[src/design/nmr_pkg.sv]
// Shared widths, constants and stage payload types for the normal-map texel renormalizer.
// No dependencies; used by every module under design/.
package nmr_pkg;

    localparam int CH_W  = 8;
    localparam int NCH   = 3;
    localparam int MAG_W = 7;
    localparam int SQ_W  = 15;
    localparam int SUM_W = 16;
    localparam int NUM_W = 28;
    localparam int DEN_W = 14;
    localparam int SCL_W = 29;
    localparam int A_W   = 42;
    localparam int Q_W   = 36;
    localparam int P_W   = 44;
    localparam int ALU_W = 11;

    localparam logic [CH_W-1:0]  BIAS   = 8'd128;
    // 12699^2 and 100^2: scale 126.99 squared as an exact ratio
    localparam logic [NUM_W-1:0] NUM_SQ = 28'd161264601;
    localparam logic [DEN_W-1:0] DEN_SQ = 14'd10000;

    typedef struct packed {
        logic             neg;
        logic             zero;
        logic [A_W-1:0]   a;
        logic [MAG_W-1:0] m;
        logic [A_W-1:0]   p;
        logic [Q_W-1:0]   q;
    } srch_ch_t;

    typedef struct packed {
        logic [SCL_W-1:0]         sden;
        srch_ch_t [NCH-1:0]       ch;
    } srch_t;

endpackage

[src/design/nmr_finish.sv]
// Output register: rebias magnitudes with sign, zero-component case, alpha.
// Depends on nmr_pkg.
module nmr_finish
(
    input  logic                      clk,
    input  logic                      rst_n,
    input  logic                      in_valid,
    output logic                      in_ready,
    input  nmr_pkg::srch_t            in_word,
    output logic                      out_valid,
    input  logic                      out_ready,
    output logic [nmr_pkg::CH_W-1:0]  out_red,
    output logic [nmr_pkg::CH_W-1:0]  out_green,
    output logic [nmr_pkg::CH_W-1:0]  out_blue,
    output logic [nmr_pkg::CH_W-1:0]  out_alpha
);

    logic                     valid_reg;
    logic                     rdy;
    logic [nmr_pkg::CH_W-1:0] chan_next [nmr_pkg::NCH];
    logic [nmr_pkg::CH_W-1:0] alpha_next;
    logic [nmr_pkg::CH_W-1:0] chan_reg  [nmr_pkg::NCH];
    logic [nmr_pkg::CH_W-1:0] alpha_reg;

    assign rdy      = !valid_reg || out_ready;
    assign in_ready = rdy;

    always_comb
    begin
        logic [nmr_pkg::CH_W-1:0]  mext;
        logic [nmr_pkg::ALU_W-1:0] diff;
        logic [nmr_pkg::ALU_W-1:0] adj;
        for (int i = 0; i < nmr_pkg::NCH; i++)
        begin
            mext = {1'b0, in_word.ch[i].m};
            if (in_word.ch[i].zero)
                chan_next[i] = nmr_pkg::BIAS;
            else if (in_word.ch[i].neg)
                chan_next[i] = nmr_pkg::BIAS - mext;
            else
                chan_next[i] = nmr_pkg::BIAS + mext;
        end
        diff = {3'b000, nmr_pkg::BIAS} - {3'b000, chan_next[0]}
             - {3'b000, chan_next[1]} - {3'b000, chan_next[2]};
        // halve toward zero
        adj  = diff + {{(nmr_pkg::ALU_W-1){1'b0}}, diff[nmr_pkg::ALU_W-1]};
        alpha_next = adj[nmr_pkg::CH_W:1];
    end

    always_ff @(posedge clk or negedge rst_n)
    begin
        if (!rst_n)
            valid_reg <= 1'b0;
        else if (rdy)
            valid_reg <= in_valid;
    end

    always_ff @(posedge clk)
    begin
        if (rdy && in_valid)
        begin
            chan_reg  <= chan_next;
            alpha_reg <= alpha_next;
        end
    end

    assign out_valid = valid_reg;
    assign out_red   = chan_reg[0];
    assign out_green = chan_reg[1];
    assign out_blue  = chan_reg[2];
    assign out_alpha = alpha_reg;

endmodule

[config.mk]
export PLATFORM = sky130hd
export DESIGN_NAME = nmr_finish
export DESIGN_NICKNAME = d
export VERILOG_FILES = /design/src/design/nmr_pkg.sv /design/src/design/nmr_finish.sv
export SDC_FILE = /design/constraint.sdc
export NUM_CORES = 1
export LEC_CHECK = 0
export CAP_MARGIN = 20
export CORE_AREA = 2 2 176 178
export CTS_BUF_LIST = sky130_fd_sc_hd__clkbuf_16
export CTS_CLUSTER_SIZE = 24
export DETAILED_ROUTE_END_ITERATION = 12
export DIE_AREA = 0 0 178 180
export DONT_BUFFER_PORTS = 1
export RECOVER_POWER = 25
export SYNTH_ARGS = -nofsm -noshare
export SYNTH_HDL_FRONTEND = slang
export SYNTH_SLANG_ARGS = --single-unit
[constraint.sdc]
create_clock -name clk -period 1.97 [get_ports clk]
set_input_delay 0.197 -clock clk [delete_from_list [all_inputs] [get_ports clk]]
set_output_delay 0.197 -clock clk [all_outputs]
set_load 0.01 [all_outputs]
==> summary.txt <==
Status
  – Status: complete, but fails checks
  – Failing checks: negative setup slack

Clock tree
  – Reg clk slew, reported paths: approximately 0.06 ns
  – Clock tree buffer depth: 2
  – TritonCTS clock tree: done
  – Clock sinks: 33
  – Cts bufs inserted: 5
  – Clk_lat worst skew: 0.29 ns
  – Clk Tree Root Cell: clkbuf_16
  – CTS HTree Levels: 2

Global route
  – Total track usage: 5.633%
  – Initial antenna violation count: 0
  – Vias in the first global route: about 1,900
  – First-pass GRT wire length: between 10,000 and 15,000 um
  – Largest net degree at the start of global routing: 33
  – Congestion Overflow GR: 0

STA
  – Final Hold Fails: 0
  – Part of the cycle the worst path needs: 183.0%
  – Final Setup Violations: 8
  – Worst slew margin: approximately 62%
  – Clock Skews: ~0.0069 ns
  – Fmax: 277.5 MHz
  – Min Hold Slack: 0.02990 ns
  – Final Max Tran Viols: 0
  – Slew at the pin closest to its max-slew limit: 0.5590 ns
  – Final min period: 3.604 ns
  – RSZ-0062 raised after global routing: true
  – Fin worst setup slack: -1.634 ns
  – Setup tns final: -11.76 ns

Synthesis
  – Asr flop ratio synth: 3.030%
  – Yosys Warn Count: 0
  – Synth Area in Simple Gates: 15.78%
  – Post-synthesis xor/xnor area fraction: 10.33%
  – Syn_nets: 676
  – Number of synthesized flops with an enable pin: 32
  – Mean Syn Cell Area: 10.51 um2
  – Mux cell area share after synthesis: approximately 1.7%
  – Synth Flop Type: edfxtp_1
  – Largest family of logic cells by synthesized area: simple AND/OR/NAND/NOR gates
  – Sequential-to-total area share from yosys stat: 40.10%
  – Yosys reg bits: 33
  – Cells after Synth: 234
  – Mapped cell area: 2459 um2
  – Compound-Gate Fraction of Synth Area: between 10% and 20%
  – Yosys cell types: 46
  – Post-synthesis adder-cell area fraction: 13.64%

Floorplanning
  – IO Count: 454
  – DIE AREA: around 32,000 um2
  – Die Ht: 180 um
  – FP Rows: 64
  – Starting Density: 8.144%
  – Core Area: between 30,000 and 40,000 um2
  – Width of the die: around 180 um

Setup path
  – CP cell instances: clkinv_16, ha_4, or3b_4, and3_4, a211o_1, or2_4, nor2_4, xnor2_2, fa_1, ha_4, nor2_4, nor2b_4, o21ai_2, a21oi_2, a21boi_1, ha_2, and3_4, nand3_4, nor3_4, xnor2_1
  – Worst Setup End Kind: register
  – Worst path max stage delay: 0.47 ns
  – CP Launch Type: primary input
  – Levels on crit path: 20
  – WP data required: 2.00 ns
  – Worst Setup Path Type: in -> reg
  – CP delay by family, top: simple AND/OR/NAND/NOR gates
  – CP max-delay cell: fa_1
  – CP bufs+invs: 1
  – Length in cells of the worst reg-to-reg path: 3
  – Critical path arrival: 3.64 ns
  – Crit-path max FO: 4

Cells and area
  – Commonest non-fill, non-tap cells in the layout: 56 x buf_4, 32 x edfxtp_1, 28 x inv_1
  – Finished Layout Cells: 700
  – Diode count: 0
  – Syn-to-layout area delta: 59.13%
  – Final Util: 12.96%
  – Fin nets: between 700 and 800
  – Commonest non-fill, non-tap cell in the layout: buf_4
  – Fill count: 3,395
  – Share of layout cells above drive strength 1: a little over two fifths

Placement
  – Routability cong.: between 0.7 and 0.8
  – Port bufs: 0
  – Hpwl dp: 7435 um
  – Post-Place Cells: 687

Run
  – Max_cap viols: 0

Route
  – Vias: 1,925
  – Residual DRC count: 0
  – Final wirelength: 9038 um
  – Antenna viol nets, final: 0
  – WL/cell: 12.91 um
  – DRT iter0 DRCs: 76
  – TritonRoute pass-1 iters: 4
  – Vias per cell: 2.750

Power and ir drop
  – Pwr dens: 994.5 nW/um2
  – Power Total: 3.891 mW
  – LEAKAGE: 1.485 nW
  – Maximum vdd drop: 0.0004760 V

Min path
  – Min-delay worst type: in -> reg
  – Hold Path Cell Cnt: 1
power by group:
| group | total (mW) | leakage, nW | switching [mW] | internal [mW] |
|---|---|---|---|---|
| sequential | 1.06 | 0.319 | 0.121 | 0.937 |
| clock | 0.920 | 0.0800 | 0.322 | 0.599 |
| combinational | 1.91 | 1.09 | 0.894 | 1.02 |
registers in the layout (all words and copies together), names as in the netlist:
name	flops
out_alpha	8
out_green	8
out_red	8
out_blue	8
out_valid	1
layout make-up:
| class | count | area, um2 | area share, % |
|---|---|---|---|
| clock inverter | 3 | 46.29 | 1.183 |
| inverter | 31 | 155.1 | 3.965 |
| clock buffer | 5 | 125.1 | 3.198 |
| tap | 396 | 495.5 | 12.66 |
| multi-input combinational | 168 | 1605 | 41.03 |
| sequential | 33 | 985.9 | 25.20 |
| timing repair buffer | 64 | 499.2 | 12.76 |
logic make-up (layout without fill, tap and decap cells):
kind of cell,count (synthesis),count (layout)
AOI/OAI and AO/OA,42,42
xor gates and xnor gates,29,29
adders and majority gates,22,22
buffers and inverters,33,103
DFF,33,33
muxes,4,4
and+or+nand+nor,71,71
worst paths after layout:
path,start,endpoint,slack [ns]
min in group asynchronous,rst_n,out_valid,0.13
max in group asynchronous,rst_n,out_valid,1.73
max reg2reg,out_valid,out_red[6],0.51
min reg2reg,out_valid,out_valid,0.80
min,in_valid,out_valid,0.03
max,in_word[79],out_alpha[7],-1.63
cells in the mapped netlist, drive strengths merged (5+ instances only):
library cell,count,area [um2]
nor2,18,67.56
nand2b,5,31.28
nand3,5,30.03
xor2,15,131.4
nor2b,7,43.79
a21oi,5,25.02
or3,5,31.28
ha,14,175.2
xnor2,14,122.6
fa,8,160.2
nand2,8,30.03
inv,31,116.4
edfxtp,32,960.9
o31ai,5,42.54
or2,12,75.08
o21ai,11,58.81
through the flow:
stage / worst slack [ns] / area, um2
after detailed placement: -1.976 / 3486
after floorplan: -1.888 / 2547
after global routing: -1.812 / 3913
after global placement: -1.929 / 3486
final: -1.634 / 3913
after CTS: -1.642 / 3796
timing repair:
action / in CTS / in global routing
hold endpoints to repair: 1 / 0
buffers inserted: 4 / 1
resized for setup: 20 / 21
setup endpoints to repair: 8 / 8
hold buffers: 1 / 0
pin swaps: 22 / 21
routing by layer:
metal | vias to the layer above | track usage, % | wire length, um
met5 | - | 0 | 0
met4 | 0 | 0.7869 | 50
met3 | 6 | 3.215 | 1153
met2 | 66 | 7.085 | 3534
met1 | 907 | 8.274 | 4300
li1 | 946 | - | -
(Power assumes the default switching activity.)
