--- src/design/nmr_pkg.sv ---
// Shared widths, constants and stage payload types for the normal-map texel renormalizer.
// No dependencies; used by every module under design/.
package nmr_pkg;

    localparam int CH_W  = 8;
    localparam int NCH   = 3;
    localparam int MAG_W = 7;
    localparam int SQ_W  = 15;
    localparam int SUM_W = 16;
    localparam int NUM_W = 28;
    localparam int DEN_W = 14;
    localparam int SCL_W = 29;
    localparam int A_W   = 42;
    localparam int Q_W   = 36;
    localparam int P_W   = 44;
    localparam int ALU_W = 11;

    localparam logic [CH_W-1:0]  BIAS   = 8'd128;
    // 12699^2 and 100^2: scale 126.99 squared as an exact ratio
    localparam logic [NUM_W-1:0] NUM_SQ = 28'd161264601;
    localparam logic [DEN_W-1:0] DEN_SQ = 14'd10000;

    typedef struct packed {
        logic             neg;
        logic             zero;
        logic [A_W-1:0]   a;
        logic [MAG_W-1:0] m;
        logic [A_W-1:0]   p;
        logic [Q_W-1:0]   q;
    } srch_ch_t;

    typedef struct packed {
        logic [SCL_W-1:0]         sden;
        srch_ch_t [NCH-1:0]       ch;
    } srch_t;

endpackage

--- src/design/nmr_search_stage.sv ---
// One digit of the magnitude search: tries bit J of m for all channels, largest m with
// m^2*sden <= a, tracking m^2*sden and m*sden incrementally. Depends on nmr_pkg.
module nmr_search_stage
#(
    parameter int J = 0
)
(
    input  logic            clk,
    input  logic            rst_n,
    input  logic            in_valid,
    output logic            in_ready,
    input  nmr_pkg::srch_t  in_word,
    output logic            out_valid,
    input  logic            out_ready,
    output nmr_pkg::srch_t  out_word
);

    logic           valid_reg;
    nmr_pkg::srch_t word_reg;
    nmr_pkg::srch_t word_next;
    logic           rdy;

    assign rdy      = !valid_reg || out_ready;
    assign in_ready = rdy;

    always_comb
    begin
        logic [nmr_pkg::P_W-1:0] cand;
        logic [nmr_pkg::P_W-1:0] lim;
        word_next = in_word;
        for (int i = 0; i < nmr_pkg::NCH; i++)
        begin
            // (k + 2^J)^2 S = k^2 S + k S 2^(J+1) + S 2^(2J)
            cand = {2'b00, in_word.ch[i].p}
                 + ({{(nmr_pkg::P_W-nmr_pkg::Q_W){1'b0}}, in_word.ch[i].q} << (J + 1))
                 + ({{(nmr_pkg::P_W-nmr_pkg::SCL_W){1'b0}}, in_word.sden} << (2 * J));
            lim  = {2'b00, in_word.ch[i].a};
            if (cand <= lim)
            begin
                word_next.ch[i].m = in_word.ch[i].m | (nmr_pkg::MAG_W'(1) << J);
                word_next.ch[i].p = cand[nmr_pkg::A_W-1:0];
                word_next.ch[i].q = in_word.ch[i].q
                    + ({{(nmr_pkg::Q_W-nmr_pkg::SCL_W){1'b0}}, in_word.sden} << J);
            end
        end
    end

    always_ff @(posedge clk or negedge rst_n)
    begin
        if (!rst_n)
            valid_reg <= 1'b0;
        else if (rdy)
            valid_reg <= in_valid;
    end

    always_ff @(posedge clk)
    begin
        if (rdy && in_valid)
            word_reg <= word_next;
    end

    assign out_valid = valid_reg;
    assign out_word  = word_reg;

endmodule

--- config.mk ---
export PLATFORM = sky130hd
export DESIGN_NAME = nmr_search_stage
export DESIGN_NICKNAME = d
export VERILOG_FILES = /design/src/design/nmr_pkg.sv /design/src/design/nmr_search_stage.sv
export SDC_FILE = /design/constraint.sdc
export NUM_CORES = 1
export LEC_CHECK = 0
export ABC_CLOCK_PERIOD_IN_PS = 14300
export BUFFER_PORTS_ARGS = -buffer_cell sky130_fd_sc_hd__buf_2
export CORE_MARGIN = 2
export CORE_UTILIZATION = 30
export CTS_CLUSTER_DIAMETER = 40
export CTS_CLUSTER_SIZE = 28
export DETAILED_ROUTE_END_ITERATION = 10
export PLACE_DENSITY = 0.48
export SLEW_MARGIN = 20
export SYNTH_ARGS = -nofsm -noshare
export SYNTH_HDL_FRONTEND = slang
export SYNTH_SLANG_ARGS = --single-unit
--- constraint.sdc ---
create_clock -name clk -period 14.3 [get_ports clk]
set_input_delay 0.715 -clock clk [delete_from_list [all_inputs] [get_ports clk]]
set_output_delay 0.715 -clock clk [all_outputs]
set_load 0.02 [all_outputs]
==> run_results.csv <==
group,metric,value,unit
synthesis,netlist_instances,2733,
synthesis,synthFlopType,"edfxtp_1",
clock_tree,cts_sinks,417,
status,outcome,"complete, no violations",
placed_design,port_buffers,837,
final_layout,syn2layout_area_growth,29.3,%
synthesis,synth.distinct_cells,85,
die,fp.dieW,326,um
worst_setup_path,crit_top_cell,"a21o_1",
worst_setup_path,worstSetupPathType,"input port to flop",
power_and_ir_drop,power_density,150,nW/um^2
power_and_ir_drop,p_total,6.02,mW
clock_tree,cts_tree,"yes",
detailed_routing,drt_first_pass_iters,5,
placed_design,dp_slack,5.94,ns
synthesis,netlist_area,31100,sq um
worst_setup_path,crit_chain,"buf_2 -> fa_1 -> ha_1 -> a21o_1 -> o41ai_1 -> a21boi_0 -> o221a_2 -> nor3_1 -> o31ai_1 -> a21oi_1 -> xnor2_1 -> ha_1 -> a21o_1 -> a21o_1 -> a21oi_1 -> o21ai_0 -> nor4_1 -> o21ai_0 -> a221o_1 -> a32oi_4 -> buf_4 -> buf_4 -> mux2_2",
detailed_routing,remaining_drc_errors,0,
detailed_routing,final_antenna_net_count,0,
synthesis,avgSynthCellArea,11.4,sq um
worst_setup_path,path_buf_inv,3,
placed_design,gp_congestion,0.893,
worst_setup_path,cp.arrival,7.97,ns
die,rows,118,
global_routing,track_usage,22.5,%
global_routing,grt_pass1_vias,26388,
worst_setup_path,cpMaxStageDelayCell,"o41ai_1",
power_and_ir_drop,leakage,17.8,nW
final_layout,final_util,39.0,%
global_routing,grt_max_degree,78,
detailed_routing,wl_per_cell,24.0,um
die,die_y,326,um
worst_setup_path,worstSetupStartpointType,"input port",
worst_hold_path,min_path_cells,1,
worst_setup_path,r2r_start,"out_valid$_DFFE_PN0N_",
synthesis,yosysTopAreaCell,"edfxtp_1",
die,dieArea,106000,sq um
worst_setup_path,rrSetupSlack,10.90,ns
worst_setup_path,required,14.70,ns
detailed_routing,wl,123000,um
run,max-cap-violations,0,
worst_hold_path,min_to,"out_word[212]$_DFFE_PP_",
clock_tree,insertion_delay,0.67,ns
detailed_routing,avgViaCountPerCell,4.98,
sta,layout_setup_ws,6.73,ns
synthesis,netlist.area_leader.share,40.2,%
synthesis,async_flop_share,0.240,%
synthesis,synthTopCellsByArea,"edfxtp_1, ha_1, fa_1",
worst_hold_path,min_path_type,"input port to flop",
die,io_pins,838,
die,core_area,103000,sq um
synthesis,yosysSeqAreaShare,40.2,%
sta,finalHoldViolations,0,
worst_setup_path,critPathMaxStageDelay,0.85,ns
final_layout,drive_gt1_share,33.2,%
sta,max_freq,132,MHz
sta,fin_crit,7.57,ns
power_and_ir_drop,peakVddDrop,0.000101,V
sta,rsz0062_at_grt,"no",
sta,maxSlewHeadroom,28.1,%
placed_design,dp_hpwl,103000,um
clock_tree,cts_buffers,100,
worst_setup_path,crit_family,"compound AO/OA/AOI/OAI gates",
worst_setup_path,reg2reg_to,"out_word[182]$_DFFE_PP_",
detailed_routing,dr.first_iter.drc_count,1220,
global_routing,antenna_found_initial,32,
detailed_routing,num_vias,25485,
worst_setup_path,path_max_fanout,44,
global_routing,grt_pass1_wl,176000,um
worst_setup_path,end_kind,"flop",
sta,fin_crit_sh,53.0,%
die,initial_core_util,30.1,%
sta,setup_violations,0,
global_routing,gr-total-overflow,0,
sta,finalClockSkew,0.0143,ns
clock_tree,clockBufferDepth,3,
sta,slew_viol_final,0,
clock_tree,cts-resized-gates,0,
clock_tree,hold_buffers,1,
synthesis,synth_nets,3594,
clock_tree,htree_num_levels,3,
sta,finalSetupTns,0,ns
final_layout,fin_nets,4502,
worst_setup_path,rr_worst_depth,4,
clock_tree,root_buffer,"clkbuf_16",
synthesis,ys_ff_latch,417,
worst_hold_path,min_from,"in_word[212]",
synthesis,ys_warn_count,0,
sta,worst_slew_pin_slew,1.07,ns
synthesis,synth_edf_count,416,
clock_tree,post_cts_buffers,0,
clock_tree,path_clk_slew,0.05,ns
synth_stat cells (all sizes together) (42+ instances only):
library cell,count
xnor2,156
edfxtp,416
ha,351
fa,90
mux2,185
o21ai,128
xor2,62
inv,178
nand3,49
nand2,133
a211oi,42
nor2,127
nand4,44
a21oi,228
a21o,103
cells in the final DEF, fill, tap and decap left out, drive strengths merged, types with 9 or more instances in the layout:
cell type  Yosys  routed
nand2        133     133
inv          178     191
o21bai        18      18
nor2         127     127
fa            90      90
nand4         44      44
clkinvlp       0      17
clkinv         0      39
a31o          12      12
or2           11      11
nand2b        28      28
ha           351     351
a21oi        228     228
a21boi         9       9
buf           28     852
nor3          38      38
mux2         185     185
diode          0       9
xnor2        156     156
clkbuf        19     110
nand3         49      49
edfxtp       416     416
o21ai        128     128
xor2          62      62
o21a          35      35
nor2b         38      38
and2          13      13
o211ai        19      19
a31oi         20      20
and3          29      29
a21o         103     103
a211oi        42      42
area by class of cell:
| class | instances | area (sq um) |
|---|---|---|
| multi-input combinational | 2091 | 17700 |
| clock buffer | 110 | 2600 |
| inverter | 178 | 668 |
| timing repair buffer | 853 | 4310 |
| antenna | 9 | 22.5 |
| fill | 10370 | 63000 |
| clock inverter | 77 | 706 |
| sequential | 417 | 12500 |
| tap | 1380 | 1730 |
routing by layer:
metal	vias to the layer above	track usage, %	part of all wire (%)
met3	187	6.36	6.7
met2	812	41.3	51
li1	12157	-	-
met5	-	0	0.14
met4	28	5.74	2.3
met1	12301	25.5	39
flip-flops by register name, summed over array words and instances, names as in the netlist:
| name | cells |
|---|---|
| out_valid | 1 |
| out_word | 416 |
worst max path at each step:
| stage | to | cells after the start | startpoint | slack, ns |
|---|---|---|---|---|
| global placement | out_word[258]$_DFFE_PP_ | 23 | in_word[399] | 6.07 |
| CTS | out_word[260]$_DFFE_PP_ | 23 | in_word[399] | 6.64 |
| global route | out_word[261]$_DFFE_PP_ | 26 | in_word[388] | 6.26 |
| finish | out_word[260]$_DFFE_PP_ | 23 | in_word[399] | 6.73 |
| detailed placement | out_word[258]$_DFFE_PP_ | 23 | in_word[399] | 5.94 |
| floorplan | out_word[0]$_DFFE_PP_ | 2 | out_ready | 3.06 |
report_power, final:
group / internal [mW] / switching [mW]
clock: 1.46 / 0.788
sequential: 1.56 / 0.0375
combinational: 0.876 / 1.30
total: 3.89 / 2.13
logic make-up (layout without fill, tap and decap cells):
| family | Yosys count | in the layout | share of synthesized area (%) |
|---|---|---|---|
| flops | 417 | 417 | 40.2 |
| xor+xnor | 218 | 218 | 6.14 |
| buf+inv | 225 | 1218 | 3.05 |
| mux | 186 | 186 | 7.33 |
| fa+ha+maj | 441 | 441 | 19.9 |
| other cells | 0 | 9 | 0 |
| simple gates | 552 | 552 | 8.85 |
| compound gates | 694 | 694 | 14.5 |
worst reg2reg max path, delay by kind of cell, from the launching register on:
kind | cells | cell delay (ns)
buffers and inverters | 2 | 1.69
and+or+nand+nor | 2 | 0.83
DFF | 1 | 0.36
per-stage QoR:
| step | area, sq um | hold slack [ns] | instances |
|---|---|---|---|
| finish | 40200 | 0.219 | 5115 |
| global route | 40200 | 0.175 | 5110 |
| CTS | 40200 | 0.153 | 5106 |
| detailed placement | 36900 | 0.492 | 4918 |
| global placement | 36900 | 0.496 | 4918 |
| floorplan | 31100 | 0.419 | 2733 |
No activity file was read; power rests on OpenSTA's default activity.
