`src/design/nmr_pkg.sv`:
```
// Shared widths, constants and stage payload types for the normal-map texel renormalizer.
// No dependencies; used by every module under design/.
package nmr_pkg;

    localparam int CH_W  = 8;
    localparam int NCH   = 3;
    localparam int MAG_W = 7;
    localparam int SQ_W  = 15;
    localparam int SUM_W = 16;
    localparam int NUM_W = 28;
    localparam int DEN_W = 14;
    localparam int SCL_W = 29;
    localparam int A_W   = 42;
    localparam int Q_W   = 36;
    localparam int P_W   = 44;
    localparam int ALU_W = 11;

    localparam logic [CH_W-1:0]  BIAS   = 8'd128;
    // 12699^2 and 100^2: scale 126.99 squared as an exact ratio
    localparam logic [NUM_W-1:0] NUM_SQ = 28'd161264601;
    localparam logic [DEN_W-1:0] DEN_SQ = 14'd10000;

    typedef struct packed {
        logic             neg;
        logic             zero;
        logic [A_W-1:0]   a;
        logic [MAG_W-1:0] m;
        logic [A_W-1:0]   p;
        logic [Q_W-1:0]   q;
    } srch_ch_t;

    typedef struct packed {
        logic [SCL_W-1:0]         sden;
        srch_ch_t [NCH-1:0]       ch;
    } srch_t;

endpackage

```
`src/design/nmr_prep.sv`:
```
// Front three stages: bias removal and squares, sum and scaled target, scaled length.
// Depends on nmr_pkg.
module nmr_prep
(
    input  logic                       clk,
    input  logic                       rst_n,
    input  logic                       in_valid,
    output logic                       in_ready,
    input  logic [nmr_pkg::CH_W-1:0]   in_red,
    input  logic [nmr_pkg::CH_W-1:0]   in_green,
    input  logic [nmr_pkg::CH_W-1:0]   in_blue,
    output logic                       out_valid,
    input  logic                       out_ready,
    output nmr_pkg::srch_t             out_word
);

    logic v1_reg, v2_reg, v3_reg;
    logic rdy1, rdy2, rdy3;

    logic [nmr_pkg::CH_W-1:0] chan [nmr_pkg::NCH];

    logic [nmr_pkg::SQ_W-1:0] sq_next  [nmr_pkg::NCH];
    logic [nmr_pkg::NCH-1:0]  neg_next, zero_next;
    logic [nmr_pkg::SQ_W-1:0] sq_reg   [nmr_pkg::NCH];
    logic [nmr_pkg::NCH-1:0]  neg1_reg, zero1_reg;

    logic [nmr_pkg::SUM_W-1:0] s_next;
    logic [nmr_pkg::A_W-1:0]   a_next  [nmr_pkg::NCH];
    logic [nmr_pkg::SUM_W-1:0] s_reg;
    logic [nmr_pkg::A_W-1:0]   a2_reg  [nmr_pkg::NCH];
    logic [nmr_pkg::NCH-1:0]   neg2_reg, zero2_reg;

    logic [nmr_pkg::SCL_W-1:0] sden_next;
    logic [nmr_pkg::SCL_W-1:0] sden_reg;
    logic [nmr_pkg::A_W-1:0]   a3_reg  [nmr_pkg::NCH];
    logic [nmr_pkg::NCH-1:0]   neg3_reg, zero3_reg;

    assign rdy3     = !v3_reg || out_ready;
    assign rdy2     = !v2_reg || rdy3;
    assign rdy1     = !v1_reg || rdy2;
    assign in_ready = rdy1;

    assign chan[0] = in_red;
    assign chan[1] = in_green;
    assign chan[2] = in_blue;

    always_comb
    begin
        logic [nmr_pkg::CH_W-1:0]     absv;
        logic [2*nmr_pkg::CH_W-1:0]   prod;
        logic [nmr_pkg::SQ_W+nmr_pkg::NUM_W-1:0] aprod;
        logic [nmr_pkg::SUM_W+nmr_pkg::DEN_W-1:0] sprod;
        for (int i = 0; i < nmr_pkg::NCH; i++)
        begin
            absv = (chan[i] >= nmr_pkg::BIAS) ? (chan[i] - nmr_pkg::BIAS)
                                              : (nmr_pkg::BIAS - chan[i]);
            prod = {{nmr_pkg::CH_W{1'b0}}, absv} * {{nmr_pkg::CH_W{1'b0}}, absv};
            sq_next[i]   = prod[nmr_pkg::SQ_W-1:0];
            neg_next[i]  = (chan[i] < nmr_pkg::BIAS);
            zero_next[i] = (chan[i] == nmr_pkg::BIAS);
        end
        s_next = {1'b0, sq_reg[0]} + {1'b0, sq_reg[1]} + {1'b0, sq_reg[2]};
        for (int i = 0; i < nmr_pkg::NCH; i++)
        begin
            aprod = {{nmr_pkg::NUM_W{1'b0}}, sq_reg[i]}
                  * {{nmr_pkg::SQ_W{1'b0}}, nmr_pkg::NUM_SQ};
            a_next[i] = aprod[nmr_pkg::A_W-1:0];
        end
        sprod = {{nmr_pkg::DEN_W{1'b0}}, s_reg} * {{nmr_pkg::SUM_W{1'b0}}, nmr_pkg::DEN_SQ};
        sden_next = sprod[nmr_pkg::SCL_W-1:0];
    end

    always_ff @(posedge clk or negedge rst_n)
    begin
        if (!rst_n)
        begin
            v1_reg <= 1'b0;
            v2_reg <= 1'b0;
            v3_reg <= 1'b0;
        end
        else
        begin
            if (rdy1)
                v1_reg <= in_valid;
            if (rdy2)
                v2_reg <= v1_reg;
            if (rdy3)
                v3_reg <= v2_reg;
        end
    end

    always_ff @(posedge clk)
    begin
        if (rdy1 && in_valid)
        begin
            sq_reg    <= sq_next;
            neg1_reg  <= neg_next;
            zero1_reg <= zero_next;
        end
        if (rdy2 && v1_reg)
        begin
            s_reg     <= s_next;
            a2_reg    <= a_next;
            neg2_reg  <= neg1_reg;
            zero2_reg <= zero1_reg;
        end
        if (rdy3 && v2_reg)
        begin
            sden_reg  <= sden_next;
            a3_reg    <= a2_reg;
            neg3_reg  <= neg2_reg;
            zero3_reg <= zero2_reg;
        end
    end

    always_comb
    begin
        out_word.sden = sden_reg;
        for (int i = 0; i < nmr_pkg::NCH; i++)
        begin
            out_word.ch[i].neg  = neg3_reg[i];
            out_word.ch[i].zero = zero3_reg[i];
            out_word.ch[i].a    = a3_reg[i];
            out_word.ch[i].m    = '0;
            out_word.ch[i].p    = '0;
            out_word.ch[i].q    = '0;
        end
    end

    assign out_valid = v3_reg;

endmodule

```
`config.mk`:
```
export PLATFORM = sky130hd
export DESIGN_NAME = nmr_prep
export DESIGN_NICKNAME = d
export VERILOG_FILES = /design/src/design/nmr_pkg.sv /design/src/design/nmr_prep.sv
export SDC_FILE = /design/constraint.sdc
export NUM_CORES = 2
export LEC_CHECK = 0
export ABC_CLOCK_PERIOD_IN_PS = 8900
export BUFFER_PORTS_ARGS = -buffer_cell sky130_fd_sc_hd__buf_2
export CORE_MARGIN = 10
export CORE_UTILIZATION = 60
export CTS_BUF_LIST = sky130_fd_sc_hd__clkbuf_8 sky130_fd_sc_hd__clkbuf_16
export DETAILED_ROUTE_END_ITERATION = 10
export PLACE_DENSITY = 0.81
export SLEW_MARGIN = 5
export SYNTH_ARGS = -nofsm -noshare
export SYNTH_HDL_FRONTEND = slang
export SYNTH_SLANG_ARGS = --single-unit
export TNS_END_PERCENT = 1
```
`constraint.sdc`:
```
create_clock -name clk -period 8.9 [get_ports clk]
set_clock_uncertainty 0.05 [all_clocks]
set_input_delay 0.89 -clock clk [delete_from_list [all_inputs] [get_ports clk]]
set_output_delay 0.89 -clock clk [all_outputs]
set_load 0.02 [all_outputs]
```
==> run metrics <==
post-synthesis async set-or-reset flop share 0.857%; TNS Setup 0 ns; crit path max fanout 10; 1st-iter DRT viols 1615; ant diodes 0; synth warn 0; CTS Hold Bufs 0; worst min path class input port to asynchronous set/reset pin; Slew HR 34.1%; Yosys top cell area share 25.8%; syn avg cell area 11.2 µm²; unrepaired setup endpoints after global routing false; clock buffers created by TritonCTS 41; fin crit share 76.5%; Worst-path clk slew 0.06 ns; Total Routing Usage GR 23.3%; Post-CTS Setup Bufs 0; top post-synthesis cells by area fa_1 26%, edfxtp_1 26%, ha_1 20%; area occupied by multi-input gates 0.0258 mm²; HPWL after DPL 75200 µm; Placeable Area 0.0669 mm²; Fin Hold WS 0.0575 ns; placed cell count 4690; layout cells sized above 1 7.74%; min Tclk post-route 6.81 ns; total grt overflow 0; FF-to-FF Start sq_reg[8]$_DFFE_PP_; Synth Cell Area 0.0404 mm²; first-pass GRT wire length 144000 µm; Fin. Hold Viols 0; flip-flop and latch count after synthesis 350; largest net degree at the start of global routing 63; CP Class register to register; Die Height 279 µm; vias in the first global route 26600; Final setup viols 0; TritonCTS Sinks 350; Max Slew Vio Count 0; wire length per cell 18.8 µm; die area 0.0781 mm²; CTS tree done; worst slew pin tran 0.981 ns; fmax 147 MHz; vias per cell 5.22; Reg2Reg Capture Point a2_reg[37]$_DFFE_PP_; Synth Instances 3618; Clk Latency, worst-skew pair 0.58 ns; dominant cell type by area after synthesis fa_1; Vias 24800; area growth from synthesis to layout 6.19%; EDFF count, synth 347; crit path from sq_reg[8]$_DFFE_PP_; post-cts repair resize count 0; Die X 279 µm; Post-synth top flop edfxtp_1; CP Capture Type register; crit start category register; row count 95; CTS H-Tree Depth 2; Final ANT Viol Nets 0; Nets 5048; max cap viols 0; r2r worst-path depth 20; CTS Buffer Depth 3; final WL 89500 µm; r2r setup slk 2.09 ns; sequential share of the synthesized area 26.0%; DRC viols 0; starting density of the core 60.3%; DR pass1 iterations 7; CP Data Required Time 9.18 ns; initial antenna violation count 1; number of placed I/O pins 446; fillcell total 5212; GP Congestion 1.01; Crit path arrival time 7.08 ns; synth unique cells 77; PortBufs 183; Clock Tree Root clkbuf_16; outcome finished clean; register area 0.0105 mm²; non-filler cells, final 4763
cell usage after synthesis (3+ instances only):
cell,count
nand2_1,69
a211oi_1,14
and4_1,3
a41o_1,4
nand3_1,23
o21a_1,19
o41ai_1,3
o21ai_1,5
nor3_1,33
o22ai_1,3
buf_4,262
dfrtp_1,3
or3_1,4
nand4_1,11
o31ai_1,5
nand2b_1,29
a41oi_1,4
xnor2_1,157
fa_1,521
edfxtp_1,347
and3_1,14
a21boi_0,3
o211ai_1,3
xor2_1,41
clkbuf_1,13
a21oi_1,135
a21o_1,62
nor2b_1,24
inv_1,830
or2_2,17
o21ai_0,64
o21bai_1,26
a211o_1,4
a31oi_1,11
nor2_1,152
and2_1,8
ha_1,639
layout make-up:
type	instances	share of cell area, %
Clock buffer	43	2.51
Clock inverter	30	0.753
Inverter	830	7.27
Multi-Input combinational cell	2449	60.2
Sequential cell	350	24.5
Tap cell	873	2.55
Timing Repair Buffer	188	2.22
worst max-delay path: stages, from the launching register on:
cell and delay (ns):
edfxtp_1 0.79, fa_1 0.60, fa_1 0.48, fa_1 0.51
inv_1 0.05, fa_1 0.52, inv_1 0.05, fa_1 0.50
inv_1 0.06, fa_1 0.47, inv_1 0.04, ha_1 0.37
a41o_1 0.24, a21oi_1 0.23, and4b_1 0.27, a211oi_2 0.13
o41ai_4 0.43, o21ai_2 0.13, a221o_1 0.38, a21oi_2 0.15
xnor2_1 0.07
layer usage:
metal	share of wire, %	wire length (µm)	GRT usage, %
met1	43	38300	30.8
met2	49	43900	39.6
met3	5.5	4960	3.55
met4	2.6	2360	6.18
met5	0	0	0
per-stage QoR:
stage | setup WS (ns) | util [%] | instance area [µm²]
2_1_floorplan | 2.75 | - | 41500
3_3_place_gp | 2.21 | 62.0 | 41500
5_1_grt | 1.80 | 64.1 | 42900
4_1_cts | 2.12 | 64.1 | 42900
3_5_place_dp | 2.12 | 62.0 | 41500
6_report | 2.09 | 64.1 | 42900
logic make-up (layout without fill, tap and decap cells):
logic type,count (synthesis),count (layout),synth area share (%)
buffers and inverters,1108,1091,12.8
and+or+nand+nor,401,401,4.78
xor gates and xnor gates,198,198,4.29
other,2,291,0.0186
muxes,3,3,0.0806
DFF,350,350,26.0
adders and majority gates,1160,1160,45.6
AOI/OAI and AO/OA,396,396,6.45
worst max path at each step:
stage | end | cells after the start
6_report | a2_reg[37]$_DFFE_PP_ | 20
5_1_grt | a2_reg[123]$_DFFE_PP_ | 21
4_1_cts | a2_reg[37]$_DFFE_PP_ | 20
3_5_place_dp | a2_reg[37]$_DFFE_PP_ | 20
3_3_place_gp | a2_reg[125]$_DFFE_PP_ | 21
2_1_floorplan | a2_reg[37]$_DFFE_PP_ | 21
cells in the final DEF (no fill, tap or decap), drive strengths merged, types with 27 or more instances in the layout:
cell / n
nand2b: 29
ha: 639
inv: 839
xnor2: 157
a21oi: 137
buf: 188
o21bai: 27
clkbuf: 43
nor2: 152
conb: 291
xor2: 41
fa: 521
nand2: 69
nor3: 33
edfxtp: 347
a21o: 63
o21ai: 71
Power is not shown: default switching activity piles up to over one toggle a cycle in this logic, so the estimate is an artifact.
